File: config.mk
export PLATFORM = sky130hd
export DESIGN_NAME = nmt_ctrl
export DESIGN_NICKNAME = d
export VERILOG_FILES = /design/src/rtl/core/nmt_pkg.sv /design/src/rtl/core/nmt_ctrl.sv
export SDC_FILE = /design/constraint.sdc
export NUM_CORES = 1
export LEC_CHECK = 0
export ABC_AREA = 1
export BUFFER_PORTS_ARGS = -buffer_cell sky130_fd_sc_hd__buf_2
export CORE_AREA = 2 2 39 41
export CTS_CLUSTER_DIAMETER = 80
export DETAILED_ROUTE_END_ITERATION = 16
export DIE_AREA = 0 0 41 43
export GPL_TIMING_DRIVEN = 0
export PLACE_DENSITY_LB_ADDON = 0.15
export SLEW_MARGIN = 20
export SYNTH_ARGS = -nofsm -noshare
export SYNTH_HDL_FRONTEND = slang
export SYNTH_SLANG_ARGS = --single-unit
File: constraint.sdc
create_clock -name aclk -period 2.3 [get_ports aclk]
set_input_delay 0.115 -clock aclk [delete_from_list [all_inputs] [get_ports aclk]]
set_output_delay 0.115 -clock aclk [all_outputs]
set_load 0.005 [all_outputs]
File: src/rtl/core/nmt_pkg.sv
// Shared types, constants and helper functions for the NAT mapping table.
package nmt_pkg;

    localparam int TABLE_ENTRIES = 64;
    localparam int IDX_W         = $clog2(TABLE_ENTRIES);
    localparam int CNT_W         = IDX_W + 1;
    localparam int ADDR_W        = 4;

    // operation codes
    localparam logic [1:0] OP_LOOKUP_EXT = 2'd0;
    localparam logic [1:0] OP_LOOKUP_INT = 2'd1;
    localparam logic [1:0] OP_INSERT     = 2'd2;
    localparam logic [1:0] OP_TICK       = 2'd3;

    // result status codes
    localparam logic [1:0] ST_OK        = 2'd0;
    localparam logic [1:0] ST_NOT_FOUND = 2'd1;
    localparam logic [1:0] ST_FULL      = 2'd2;
    localparam logic [1:0] ST_TICK_DONE = 2'd3;

    // register indexes
    localparam logic [1:0] REG_ICMP_TIMEOUT = 2'd0;
    localparam logic [1:0] REG_TCP_TIMEOUT  = 2'd1;
    localparam logic [1:0] REG_PORT_SEED    = 2'd2;

    localparam logic [15:0] PORT_SPAN  = 16'd64511;
    localparam logic [15:0] PORT_BASE  = 16'd1025;
    localparam logic [15:0] LFSR_TAPS  = 16'hB400;
    localparam logic [15:0] SEED_RESET = 16'd1;

    typedef struct packed {
        logic [15:0] icmp_timeout;
        logic [15:0] tcp_timeout;
    } nmt_cfg_t;

    typedef struct packed {
        logic load_in;
        logic match;
        logic pick;
        logic sweep_start;
        logic sweep_step;
        logic out_load;
    } nmt_cmd_t;

    typedef struct packed {
        logic sweep_last;
        logic out_free;
    } nmt_sts_t;

    function automatic logic [15:0] lfsr_step(input logic [15:0] v);
        logic [15:0] r;
        r = {1'b0, v[15:1]};
        if (v[0]) begin
            r = r ^ LFSR_TAPS;
        end
        return r;
    endfunction

    // v below twice the span: one compare and subtract gives the remainder
    function automatic logic [15:0] port_of(input logic [15:0] v);
        logic [15:0] r;
        r = (v >= PORT_SPAN) ? (v - PORT_SPAN) : v;
        return r + PORT_BASE;
    endfunction

endpackage

File: src/rtl/core/nmt_ctrl.sv
// Controller state machine that sequences lookup, insert and aging sweeps.
module nmt_ctrl import nmt_pkg::*; (
    input  logic       aclk,
    input  logic       aresetn,
    input  logic       s_tvalid,
    input  logic [1:0] in_op,
    output logic       s_tready,
    input  nmt_sts_t   sts,
    output nmt_cmd_t   cmd
);

    localparam logic [2:0] S_IDLE   = 3'd0;
    localparam logic [2:0] S_MATCH  = 3'd1;
    localparam logic [2:0] S_PICK   = 3'd2;
    localparam logic [2:0] S_SWEEP  = 3'd3;
    localparam logic [2:0] S_RESULT = 3'd4;

    logic [2:0] state_reg;
    logic [2:0] state_next;

    always_ff @(posedge aclk) begin
        if (!aresetn) begin
            state_reg <= S_IDLE;
        end else begin
            state_reg <= state_next;
        end
    end

    always_comb begin
        state_next = state_reg;
        cmd        = '0;
        s_tready   = 1'b0;
        unique case (state_reg)
            S_IDLE: begin
                // hold the slave side closed while reset is asserted
                s_tready = aresetn;
                if (s_tvalid && aresetn) begin
                    cmd.load_in = 1'b1;
                    if (in_op == OP_TICK) begin
                        cmd.sweep_start = 1'b1;
                        state_next      = S_SWEEP;
                    end else begin
                        state_next = S_MATCH;
                    end
                end
            end
            S_MATCH: begin
                cmd.match  = 1'b1;
                state_next = S_PICK;
            end
            S_PICK: begin
                cmd.pick   = 1'b1;
                state_next = S_RESULT;
            end
            S_SWEEP: begin
                cmd.sweep_step = 1'b1;
                if (sts.sweep_last) begin
                    state_next = S_RESULT;
                end
            end
            S_RESULT: begin
                if (sts.out_free) begin
                    cmd.out_load = 1'b1;
                    state_next   = S_IDLE;
                end
            end
            default: begin
                state_next = S_IDLE;
            end
        endcase
    end

endmodule

Word level (Yosys, flattened, before mapping):

Cells that the tools add are included.

* register bits after elaboration: 3
* output and inout port bits: 7
* word-level logic and storage cells: 28

* equal/unequal tests: 8
* multiplexer cells: 16
* reduce and logical (&&, ||, !) cells: 3

Operators by type and width (number)
* $pmux W3 S5: 1
* $mux W1: 11
* $mux W3: 3
* $eq A3 B2 Y1 const B: 2
* $ne A2 B2 Y1 const B: 3
* $eq A3 B1 Y1 const B: 1
* $eq A3 B3 Y1 const B: 1
* $logic_not A3 Y1: 1
* $reduce_and A3 Y1: 1
* $eq A2 B2 Y1 const B: 1
* $mux W2: 1
* $logic_and A1 B1 Y1: 1

Longest topological paths before layout:

* depth after elaboration: 4
* depth in mapped cells: 6
* mapped depth without buffers: 6

Worst setup path after synthesis:

Ideal clock, no wire load.

* path kind: register to output
* start: register state_reg[1]
* end: output port cmd[2] in the netlist's numbering
* arrival: 0.816 ns
* data required time: 2.185 ns
* path slack: 1.369 ns
* stages on the path, launching flop included: 6
* cell sequence: dfxtp_1 nor2_2 nand2_2 nor2_4 nand2_2 nor2_1

RTL lines
* start: declaration: RTL line nmt_ctrl.sv:18 `logic [2:0] state_reg;`
* start signal: assignment: RTL line nmt_ctrl.sv:25 `state_reg <= state_next;`
* end: declaration: RTL line nmt_ctrl.sv:9 `output nmt_cmd_t cmd`

==> results.md <==
- PD cells: 609 nW/um^2
- Synth top area cells: dfxtp_1 27%, inv_1 12%, nand2_1 10%, nor2_4 10%, nand3_1 8.9%
- Top FF cell, synth: dfxtp_1
- Port buffer count: 13
- Via count: 254
- Worst-Skew Late Latency: approximately 230 ps
- Top cells by count, synth: 7 x inv_1, 6 x nand2_1, 5 x nor2_1
- Synth top area share: 26.8%
- Initial Utilization: approximately 16%
- CP Launch Point: state_reg[1]
- Max Cap Violations: 0
- DRC viols: 0
- Flop2flop setup slack: 1320 ps
- Placer Congestion: roughly 0.69
- Antenna cells: 0
- Post-CTS resize count: 0
- Post-route ant nets: 0
- Worst path required time: 2180 ps
- Core footprint: between 1000 and 1500 sq um
- Vias per cell: between 3 and 4
- Gate Count Post-Synth: 35
- CTS Buf Count: 3
- Drt wl/cell: 7.43 microns
- Crit path capture: cmd[2]
- Synthesized cell area: about 220 sq um
- Final Skew: 0.173 ps
- Slew @ Worst Pin: 223 ps
- Root buf cell: clkbuf_4
- CP Capture Type: output port
- Tot GR Track Use: about 6.9%
- RSZ-0062 raised after global routing: no
- Post-DP HPWL: roughly 430 microns
- Reg-to-reg endpoint: state_reg[1]
- Static leakage: 0.190 nW
- Final worst path period need: roughly 1300 ps
- Critical path class: reg2out
- Clk sinks: 3
- Post-CTS setup buffers: 0
- Count leader, synth: inv_1
- Final Max Tran Viols: 0
- Setup TNS: 0 ps
- R2R Path Start: state_reg[1]
- Row Count: 14
- DIE AREA: 1760 sq um
- Relative slew slack: ~85%
- Flops & latches, synth: 3
- Yosys top cell by area: dfxtp_1
- Reg2reg path depth: 5
- DR top layer: met3
- Wire length on met1: roughly 260 microns
- Post-synth net total: 42
- Clock transition at path regs: roughly 40 ps
- CTS Hold Bufs: 0
- Total Wirelength: just over 500 microns
- Peak supply drop: around 0.13 mV
- CP Data Arrival Time: about 1200 ps
- Die Span Y: 43 microns
- P&R area growth vs syn: 49.7%
- Initial DRC Count: 2
- Detailed Routing Iterations Pass 1: 2
- Sequential area share after synthesis: between 20 and 30%
- Total of warnings raised by yosys: 0
- CTS tree: yes
- Synth Area per Inst: between 6 and 7 sq um
- First-pass GRT wire length: approximately 820 microns
- Final nets: 60
- Setup violations, final: 0
- Final period util: about 56%
- Synth async-reset ratio: 0%
- CP Launch Type: flip-flop
- Longest Clk Path Bufs: 2
- Largest net degree at the start of global routing: 6
- # fillers: roughly 170
- Htree depth: 1
- Largest register FFs: 3
- Met2 wire length: between 200 and 250 microns
- Met3 wire length: 40 microns
- Crit path max fanout: 5
- Status: completed
- Io pins: 14
- Layout cells sized above 1: 44.2%
- Hold Fails Final Rpt: 0
- Cell variety after synth: 12
- Type of the tightest min-delay check: in2reg
- GRT overflow: 0
- Vias in the first global route: 221
- Worst hold slack: approximately 160 ps
- Die Wd: between 40 and 50 microns
- Number of flops mapped to enable cells by yosys: 0
- F_max: between 0.7 and 0.8 GHz
- Initial antenna violation count: 0
## logic make-up (layout without fill, tap and decap cells)
kind of cell,count (synthesis),after routing,share of synthesized area [%]
AOI/OAI and AO/OA,3,3,10.1
buffers and inverters,7,24,11.7
DFF,3,3,26.8
and+or+nand+nor,22,22,51.4
## final cells by class
| class | count | area, sq um | share of cell area [%] |
|---|---|---|---|
| multi-input cells | 25 | 138 | 41.0 |
| repair buffers | 13 | 65.1 | 19.4 |
| flip-flops and latches | 3 | 60.1 | 17.9 |
| clock buffers | 4 | 26.3 | 7.84 |
| inverters | 7 | 26.3 | 7.84 |
| well taps | 16 | 20.0 | 5.97 |
## routing by layer
layer / global-route usage (%) / vias to the layer above
met5: 0 / -
met4: 4.00 / 0
met3: 3.14 / 0
met2: 8.44 / 9
met1: 9.62 / 102
li1: - / 143
## cell usage in the layout (no fill, tap or decap)
master and count:
a211oi_2 1, a21oi_1 1, buf_2 13, clkbuf_1 1, clkbuf_4 3, dfxtp_1 3
inv_1 7, nand2_1 6, nand2_2 3, nand3_1 4, nor2_1 5, nor2_2 1
nor2_4 2, nor4_1 1, o21ai_0 1
## metrics by stage
step | worst slack (ps) | cells | power (mW) | utilization (%) | cell area (sq um)
after global routing | 881 | 68 | 0.224 | 24.2 | 335
after detailed placement | 1230 | 64 | 0.115 | 22.3 | 309
after floorplan | 1370 | 35 | 0.0969 | - | 224
after CTS | 971 | 68 | 0.210 | 24.2 | 335
after global placement | 1210 | 64 | 0.116 | 22.3 | 309
final | 1010 | 68 | 0.204 | 24.2 | 335
## worst min-delay path by stage
stage,start,to,cells past startpoint
2_1_floorplan,aresetn,state_reg[1],2
3_3_place_gp,aresetn,state_reg[1],3
3_5_place_dp,aresetn,state_reg[1],3
4_1_cts,aresetn,state_reg[1],3
5_1_grt,aresetn,state_reg[1],3
6_report,aresetn,state_reg[1],3
## worst max-delay path, cell delays in order (launching register included)
cell,delay (ps)
dfxtp_1,350
nor2_2,170
nand2_2,90
nor2_4,90
nand2_2,70
nor2_1,80
buf_2,110
## report_power, final
part	internal, mW	total [mW]	switching (mW)
sequential	0.0565	0.0623	0.00583
clock	0.0649	0.0905	0.0256
combinational	0.0225	0.0512	0.0287
Power figures use the tool's default switching activity.
