--- src/rtl/core/nmt_pkg.sv ---
// Shared types, constants and helper functions for the NAT mapping table.
package nmt_pkg;

    localparam int TABLE_ENTRIES = 64;
    localparam int IDX_W         = $clog2(TABLE_ENTRIES);
    localparam int CNT_W         = IDX_W + 1;
    localparam int ADDR_W        = 4;

    // operation codes
    localparam logic [1:0] OP_LOOKUP_EXT = 2'd0;
    localparam logic [1:0] OP_LOOKUP_INT = 2'd1;
    localparam logic [1:0] OP_INSERT     = 2'd2;
    localparam logic [1:0] OP_TICK       = 2'd3;

    // result status codes
    localparam logic [1:0] ST_OK        = 2'd0;
    localparam logic [1:0] ST_NOT_FOUND = 2'd1;
    localparam logic [1:0] ST_FULL      = 2'd2;
    localparam logic [1:0] ST_TICK_DONE = 2'd3;

    // register indexes
    localparam logic [1:0] REG_ICMP_TIMEOUT = 2'd0;
    localparam logic [1:0] REG_TCP_TIMEOUT  = 2'd1;
    localparam logic [1:0] REG_PORT_SEED    = 2'd2;

    localparam logic [15:0] PORT_SPAN  = 16'd64511;
    localparam logic [15:0] PORT_BASE  = 16'd1025;
    localparam logic [15:0] LFSR_TAPS  = 16'hB400;
    localparam logic [15:0] SEED_RESET = 16'd1;

    typedef struct packed {
        logic [15:0] icmp_timeout;
        logic [15:0] tcp_timeout;
    } nmt_cfg_t;

    typedef struct packed {
        logic load_in;
        logic match;
        logic pick;
        logic sweep_start;
        logic sweep_step;
        logic out_load;
    } nmt_cmd_t;

    typedef struct packed {
        logic sweep_last;
        logic out_free;
    } nmt_sts_t;

    function automatic logic [15:0] lfsr_step(input logic [15:0] v);
        logic [15:0] r;
        r = {1'b0, v[15:1]};
        if (v[0]) begin
            r = r ^ LFSR_TAPS;
        end
        return r;
    endfunction

    // v below twice the span: one compare and subtract gives the remainder
    function automatic logic [15:0] port_of(input logic [15:0] v);
        logic [15:0] r;
        r = (v >= PORT_SPAN) ? (v - PORT_SPAN) : v;
        return r + PORT_BASE;
    endfunction

endpackage

--- src/rtl/core/nmt_regs.sv ---
// Configuration register file with an APB-style access port.
module nmt_regs import nmt_pkg::*; (
    input  logic              aclk,
    input  logic              aresetn,
    input  logic              psel,
    input  logic              penable,
    input  logic              pwrite,
    input  logic [ADDR_W-1:0] paddr,
    input  logic [31:0]       pwdata,
    output logic [31:0]       prdata,
    output logic              pready,
    output nmt_cfg_t          cfg,
    output logic              seed_load,
    output logic [15:0]       lfsr_seed
);

    logic [15:0] icmp_reg;
    logic [15:0] tcp_reg;
    logic [15:0] seed_reg;
    logic        wr_en;
    logic [1:0]  reg_idx;

    assign pready  = 1'b1;
    assign reg_idx = paddr[3:2];
    assign wr_en   = psel && penable && pwrite && pready;

    always_ff @(posedge aclk) begin
        if (!aresetn) begin
            icmp_reg <= 16'd60;
            tcp_reg  <= 16'd300;
            seed_reg <= SEED_RESET;
        end else if (wr_en) begin
            unique case (reg_idx)
                REG_ICMP_TIMEOUT: icmp_reg <= pwdata[15:0];
                REG_TCP_TIMEOUT:  tcp_reg  <= pwdata[15:0];
                REG_PORT_SEED:    seed_reg <= pwdata[15:0];
                default:          ;
            endcase
        end
    end

    always_comb begin
        unique case (reg_idx)
            REG_ICMP_TIMEOUT: prdata = {16'd0, icmp_reg};
            REG_TCP_TIMEOUT:  prdata = {16'd0, tcp_reg};
            REG_PORT_SEED:    prdata = {16'd0, seed_reg};
            default:          prdata = 32'd0;
        endcase
    end

    // a zero seed would lock the generator: load one instead
    assign seed_load = wr_en && (reg_idx == REG_PORT_SEED);
    assign lfsr_seed = (pwdata[15:0] == 16'd0) ? SEED_RESET : pwdata[15:0];

    assign cfg.icmp_timeout = icmp_reg;
    assign cfg.tcp_timeout  = tcp_reg;

endmodule

--- config.mk ---
export PLATFORM = sky130hd
export DESIGN_NAME = nmt_regs
export DESIGN_NICKNAME = d
export VERILOG_FILES = /design/src/rtl/core/nmt_pkg.sv /design/src/rtl/core/nmt_regs.sv
export SDC_FILE = /design/constraint.sdc
export NUM_CORES = 1
export LEC_CHECK = 0
export BUFFER_PORTS_ARGS = -buffer_cell sky130_fd_sc_hd__buf_2
export CAP_MARGIN = 20
export CORE_MARGIN = 1
export CORE_UTILIZATION = 23
export DETAILED_ROUTE_END_ITERATION = 10
export PLACE_DENSITY = 0.5
export REMOVE_ABC_BUFFERS = 1
export SLEW_MARGIN = 0
export SYNTH_ARGS = -nofsm -noshare
export SYNTH_HDL_FRONTEND = slang
export SYNTH_SLANG_ARGS = --single-unit
--- constraint.sdc ---
create_clock -name aclk -period 0.9 [get_ports aclk]
set_input_delay 0.045 -clock aclk [delete_from_list [all_inputs] [get_ports aclk]]
set_output_delay 0.045 -clock aclk [all_outputs]
set_load 0.02 [all_outputs]
; After elaboration in Yosys (flattened, before gate mapping)
; Index checks and enable logic that the tools add are counted.
[word_totals]
in_bits = 41
regBits = 48
elab_cells = 15
[classes]
muxes = 2
n_eq_ne = 2
n_reduce_logical = 8
[ops]
columns = op, count
row1 = 16-bit one-hot mux with 3 select lines, 1
row2 = 16-bit zero test, 1
row3 = 16-bit two-way mux, 1
row4 = 2-bit AND reduction, 3
row5 = 1-bit logical AND, 3
row6 = 2-bit by 1-bit equality test with 1-bit output (second input constant), 1
row7 = 2-bit equality test (second input constant), 1
row8 = 2-bit zero test, 1

; Depth between registers and ports, before layout
; Gate-level depths: netlist (run 1).
[logic_depth]
ltp_word = 3
mapped_depth = 6
ltp_nobuf = 3

; Worst setup path before layout (run 1)
; No wires, ideal clock.
[synth_timing]
kind = input to output
startpoint = input port paddr[2]
endpoint = output port prdata[3]
path_buffers = 2
path_stages = 4
t_required_ns = 0.855
path_slack_ns = -0.215
t_arrival_ns = 1.070
cell_sequence = buf_2 -> buf_4 -> mux2i_1 -> o21ai_0
[synth_between]
elab_chain_len = 2
word_cells_on_any_way = 4
classes_between = eq/ne (2) / mux (1) / reduce/logical (1)
[synth_lines]
columns = element, line_no
row1 = from (decl), nmt_regs.sv:8  ; input logic [ADDR_W-1:0] paddr,
row2 = "2-bit equality test, or another cell as far along", nmt_regs.sv:43  ; unique case (reg_idx)
row3 = 16-bit one-hot mux with 3 select lines *, nmt_regs.sv:43
row4 = to (decl), nmt_regs.sv:10  ; output logic [31:0] prdata,
; Mark *: on every way between the ends. The rest lies on a longest branch, timed or not.

; Worst setup path in the final report (run 1)
[layout_timing]
startpoint = register tcp_reg[6]
endpoint = output port prdata[6]
[layout_between]
elab_chain_len = 1
[layout_lines]
columns = element, line_no
row1 = from (decl), nmt_regs.sv:18  ; logic [15:0] tcp_reg;
row2 = from (signal assigned), nmt_regs.sv:35  ; REG_TCP_TIMEOUT: tcp_reg <= pwdata[15:0];
row3 = 16-bit one-hot mux with 3 select lines, nmt_regs.sv:43
; Every way passes these cells.

==> metrics.txt, run 1 <==
CP max FO=2; HP Class=in2reg; core area=approximately 0.010 mm²; synthesized cell area=roughly 0.0024 mm²; most common cell after layout, fill and taps aside=nand2_1; Ys Warns=0; critical path endpoint category=output pin; Leakage=0.00187 µW; drt initial violations=64; worst reg2reg path startpoint=icmp_reg[4]$_SDFFE_PN1P_; I/O pins=123; reg2reg path depth=4; clk_lat worst skew=about 0.30 ns; DR pass1 iterations=4; TritonCTS clock tree=done; Min Hold Slack=0.0452 ns; diode count=0; Total Routed Length=7.42 mm; Clock Pin Slew Worst Setup and Hold Paths=~0.090 ns; initial antenna violation count=0; Seq/Total Area, Yosys=0.396; vias in the first global route=between 2,000 and 2,500; TritonCTS Buffers=5; HP Start=pwdata[0]; syn_area_per_cell=8.66 µm²; clock sinks=48; Yosys reg bits=48; post-route setup slack=-0.245 ns; Post-route DRC=0; post-route ant nets=0; status=complete, but fails checks; post-layout min period=1.15 ns; VDD IR-drop max=0.000664 V; first-pass GRT wire length=~12 mm; Register Area=0.00100 mm²; reg-to-reg setup timing slack=0.05 ns; layout cells sized above 1=0.514; Critical Path Start Type=flop; power per standard cell area=~1200 mW/mm²; die area=0.0110 mm²; critical setup path kind=reg2out; area leader, netlist=dfxtp_1; Arr. time, crit path=1.10 ns; Site Rows=37; CTS H-tree lvls=2; Via density=4.15; final hold vios=0; hold buffer count at cts=0; period utilization=1.27; Max Slew Vio Count=0; worst hold path depth=3; Multi-input gate area=around 0.0013 mm²; setup repair after global routing missed its margin=true; Synth area leaders=dfxtp_1 40%, mux2i_1 26%, nand2_1 11%; skew final=0 ns; post-synth top area share=0.396; final setup violating endpoints=45; Die Ht=105 µm; largest net degree at the start of global routing=35; hold worst-path end=seed_reg[0]$_SDFFE_PN1P_; drt wl/cell=13.3 µm; Layout area overhead=66.7%; GP Congestion=0.723; GR Util All Layers=0.133; failing checks=setup timing; clk root buf=clkbuf_8; Vias=2,307; Gate Count Post-Synth=280; CTS max path bufs=2; nets=460; GR Overflow Total=0; TNS Setup=-3.22 ns; R2R Path End=icmp_reg[4]$_SDFFE_PN1P_; WP data required=0.85 ns; IO buf count=87; commonest cells after routing, fill and taps aside=71 x nand2_1, 64 x buf_6, 63 x buf_4, 62 x mux2i_1, 37 x buf_2; max cap viols=0; # fillers=1,056; Max Clk Rate=0.873 GHz; Initial Utilization=0.236; Distinct cells, synth=24; placed wire-length estimate=5.42 mm; die width=105 µm; pre-CTS setup slack=-0.253 ns
==> cells in the mapped netlist, drive strengths merged <==
| cell | instances |
|---|---|
| nand3 | 2 |
| and3 | 1 |
| inv | 2 |
| nor3b | 1 |
| nand2 | 71 |
| and2 | 1 |
| nor2b | 12 |
| a41o | 1 |
| nand3b | 1 |
| o211ai | 2 |
| nor3 | 2 |
| o31ai | 1 |
| or3 | 1 |
| dfxtp | 48 |
| nor4 | 3 |
| conb | 2 |
| clkbuf | 25 |
| buf | 26 |
| o21ai | 16 |
| mux2i | 62 |
==> repair_timing <==
item                                    4_1_cts  5_1_grt
endpoints found under the setup margin       49       48
gates resized for setup                     163       16
buffers inserted                              9       26
pin swaps                                    12       10
==> how the worst max path moves through the flow <==
stage,startpoint,slack (ns),end,cells after the start
floorplan,paddr[3],-0.92,seed_reg[10]$_SDFFE_PN0P_,3
global placement,pwdata[6],-0.26,lfsr_seed[0],5
detailed placement,pwdata[6],-0.25,lfsr_seed[0],5
CTS,tcp_reg[6]$_SDFFE_PN0P_,-0.25,prdata[6],3
global route,tcp_reg[4]$_SDFFE_PN0P_,-0.28,prdata[4],3
finish,tcp_reg[6]$_SDFFE_PN0P_,-0.25,prdata[6],3
==> metrics by stage <==
step                instances  total power [µW]  area, µm²   util
floorplan                 244              2470       2190      -
global placement          529              2940       3320  0.323
detailed placement        529              2950       3320  0.323
CTS                       544              4940       3950  0.384
global route              556              5080       4040  0.393
finish                    556              4890       4040  0.393
==> final cells by class <==
| cell class | count | share of cell area |
|---|---|---|
| inverters | 2 | 0.00186 |
| repair buffers | 168 | 0.361 |
| flip-flops and latches | 48 | 0.248 |
| multi-input cells | 194 | 0.314 |
| well taps | 136 | 0.0421 |
| clock buffers | 5 | 0.0170 |
| clock inverters | 3 | 0.0170 |
==> where the power goes <==
group	switching [µW]	internal (µW)
clock network	777	1120
registers	17.4	2150
logic	468	358
total	1260	3630
==> worst max-delay path: stages (launching register included) <==
cell     delay [ns]
dfxtp_2        0.35
mux2i_1        0.07
o21ai_1        0.20
buf_4          0.18
==> logic make-up (layout without fill, tap and decap cells) <==
logic type      count (synthesis)  in the layout  synth area share
buf+inv                        53            178             0.121
compound gates                 20             20            0.0464
simple gates                   95             95             0.177
flops                          48             48             0.396
other cells                     2             17           0.00310
mux                            62             62             0.256
==> routing by layer <==
| metal | global-route usage | up-vias | part of all wire |
|---|---|---|---|
| met5 | 0 | - | 0 |
| met4 | 0.0332 | 0 | 0.013 |
| met3 | 0.0368 | 8 | 0.051 |
| met2 | 0.214 | 66 | 0.47 |
| met1 | 0.175 | 1074 | 0.47 |
| li1 | - | 1159 | - |
Note: power is estimated with default switching activity, not from simulation.
==> inputs of run 2 (changes only) <==
--- a/config.mk
+++ b/config.mk
@@ -11,7 +11,6 @@
 export CORE_UTILIZATION = 23
 export DETAILED_ROUTE_END_ITERATION = 10
 export PLACE_DENSITY = 0.5
-export REMOVE_ABC_BUFFERS = 1
 export SLEW_MARGIN = 0
 export SYNTH_ARGS = -nofsm -noshare
 export SYNTH_HDL_FRONTEND = slang
==> run 2 against run 1 <==
Global-route usage up 0.91 points; via count about the same; critical path depth unchanged; largest cell class unchanged; clock power is 12% higher; the run still ends with setup timing left; highest routed layer unchanged; hold slack worse by 0.0061 ns; combinational power rose by 5.6%; register-to-register slack hardly changed; fmax grew 4.5%; routed wire length increased by 4.2%.
==> metrics.txt, run 2 (synthesized netlist as in run 1, its figures left out) <==
layout cells sized above 1=0.542; vias in the first global route=approximately 2,400; commonest cells after routing, fill and taps aside=72 x buf_6, 71 x nand2_1, 60 x mux2i_1, 54 x buf_4; setup repair after global routing missed its margin=true; Vias=roughly 2,300; Clk network pwr share=0.411; period utilization=1.22; DR pass1 iterations=4; placed wire-length estimate=5.76 mm; # fillers=1,023; Total Routed Length=roughly 7.7 mm; critical path endpoint category=output pin; Clock Pin Slew Worst Setup and Hold Paths=~0.090 ns; Die Ht=105 µm; status=complete, but fails checks; Initial Utilization=0.236; Internal=3920 µW; failing checks=setup timing; Max Slew Vio Count=0; IO buf count=87; post-layout min period=1.10 ns; Via density=around 4.2; Gate power share=0.169; WP data required=0.85 ns; drt wl/cell=14.0 µm; skew final=0 ns; die width=approximately 100 µm; GP Congestion=0.728; power per standard cell area=1250 mW/mm²; critical setup path kind=reg2out; Post-route DRC=0; Site Rows=37; HP Class=in2reg; post-route ant nets=0; initial antenna violation count=0; first-pass GRT wire length=12.4 mm; drt initial violations=95; TritonCTS clock tree=done; CTS max path bufs=2; largest net degree at the start of global routing=40; Flop pwr share=0.421; VDD IR-drop max=around 0.0007 V; TritonCTS Buffers=5; CTS H-tree lvls=2; Layout area overhead=70.8%; nets=455; max cap viols=0; switching power share of the total=0.241; final hold vios=0; Critical Path Start Type=flop; Arr. time, crit path=1.05 ns; clk_lat worst skew=roughly 0.29 ns; GR Overflow Total=0; HP Start=pwdata[0]; most common cell after layout, fill and taps aside=buf_6; final setup violating endpoints=36; Max Clk Rate=0.913 GHz; clk root buf=clkbuf_8; CP max FO=2; GR Util All Layers=0.142; Leakage=between 0.0015 and 0.002 µW; post-route setup slack=-0.196 ns; I/O pins=123; pre-CTS setup slack=-0.292 ns; worst reg2reg path startpoint=tcp_reg[3]$_SDFFE_PN1P_; Net Sw Power=1240 µW; core area=0.0103 mm²; diode count=0; die area=0.0110 mm²; dpl cells=slightly above 500; clock sinks=48; Layout Cells excl Fill=551; CP startpoint=tcp_reg[4]$_SDFFE_PN0P_
-- run 2: cell types whose count changed in the layout (fill, tap and decap cells not counted), moves of 2 or more --
cell,change
buf_4,-9
mux2i_2,+2
buf_6,+8
o21ai_2,+10
o21ai_1,-10
mux2i_1,-2
buf_2,-5
-- run 2: timing repair --
item / in CTS / in global routing
hold buffers: 0 / 0
cloned: 0 / 0
hold endpoints to repair: 0 / 0
setup endpoints to repair: 42 / 49
pin swaps: 6 / 11
gates resized for setup: 146 / 32
setup buffers: 17 / 17
-- run 2: worst paths after layout --
check	end	slack (ns)	cells past startpoint
max	prdata[4]	-0.20	3
min	seed_reg[0]$_SDFFE_PN1P_	0.04	3
max reg2reg	tcp_reg[3]$_SDFFE_PN1P_	0.05	4
min reg2reg	seed_reg[8]$_SDFFE_PN0P_	0.46	2
-- run 2: cell type report --
class / instances / area (µm²) / share of cell area
clock buffers: 5 / 68.8 / 0.0166
clock inverters: 3 / 90.1 / 0.0217
inverters: 2 / 7.51 / 0.00181
multi-input cells: 194 / 1340 / 0.324
flip-flops and latches: 48 / 1000 / 0.242
well taps: 136 / 170 / 0.0411
repair buffers: 163 / 1460 / 0.353
-- run 2: power by group through the flow --
stage / Clock, µW / Sequential [µW] / Combinational (µW)
after floorplan: 0 / 2240 / 459
after global placement: 0 / 2220 / 743
after detailed placement: 0 / 2220 / 746
after CTS: 2160 / 2170 / 838
after global routing: 2250 / 2180 / 929
final: 2120 / 2170 / 871
-- run 2: critical path: stages, from the launching register on --
cell and delay [ns]:
dfxtp_2 0.33, mux2i_1 0.19, o21ai_2 0.10, buf_6 0.14
-- run 2: routing by layer --
layer	part of all wire	track usage
met5	0	0
met4	0.010	0.0312
met3	0.039	0.0287
met2	0.50	0.246
met1	0.45	0.181
-- run 2: metrics by stage --
| stage | hold WS [ns] | TNS [ns] | cell area, µm² | power (µW) | utilization |
|---|---|---|---|---|---|
| CTS | 0.0419 | -3.20 | 3990 | 5170 | 0.389 |
| finish | 0.0391 | -2.72 | 4140 | 5160 | 0.403 |
| global route | 0.0569 | -4.51 | 4140 | 5350 | 0.403 |
| global placement | 0.344 | -6.05 | 3290 | 2960 | 0.320 |
| floorplan | 0.187 | -1.22 | 2550 | 2700 | - |
| detailed placement | 0.348 | -6.75 | 3290 | 2960 | 0.320 |
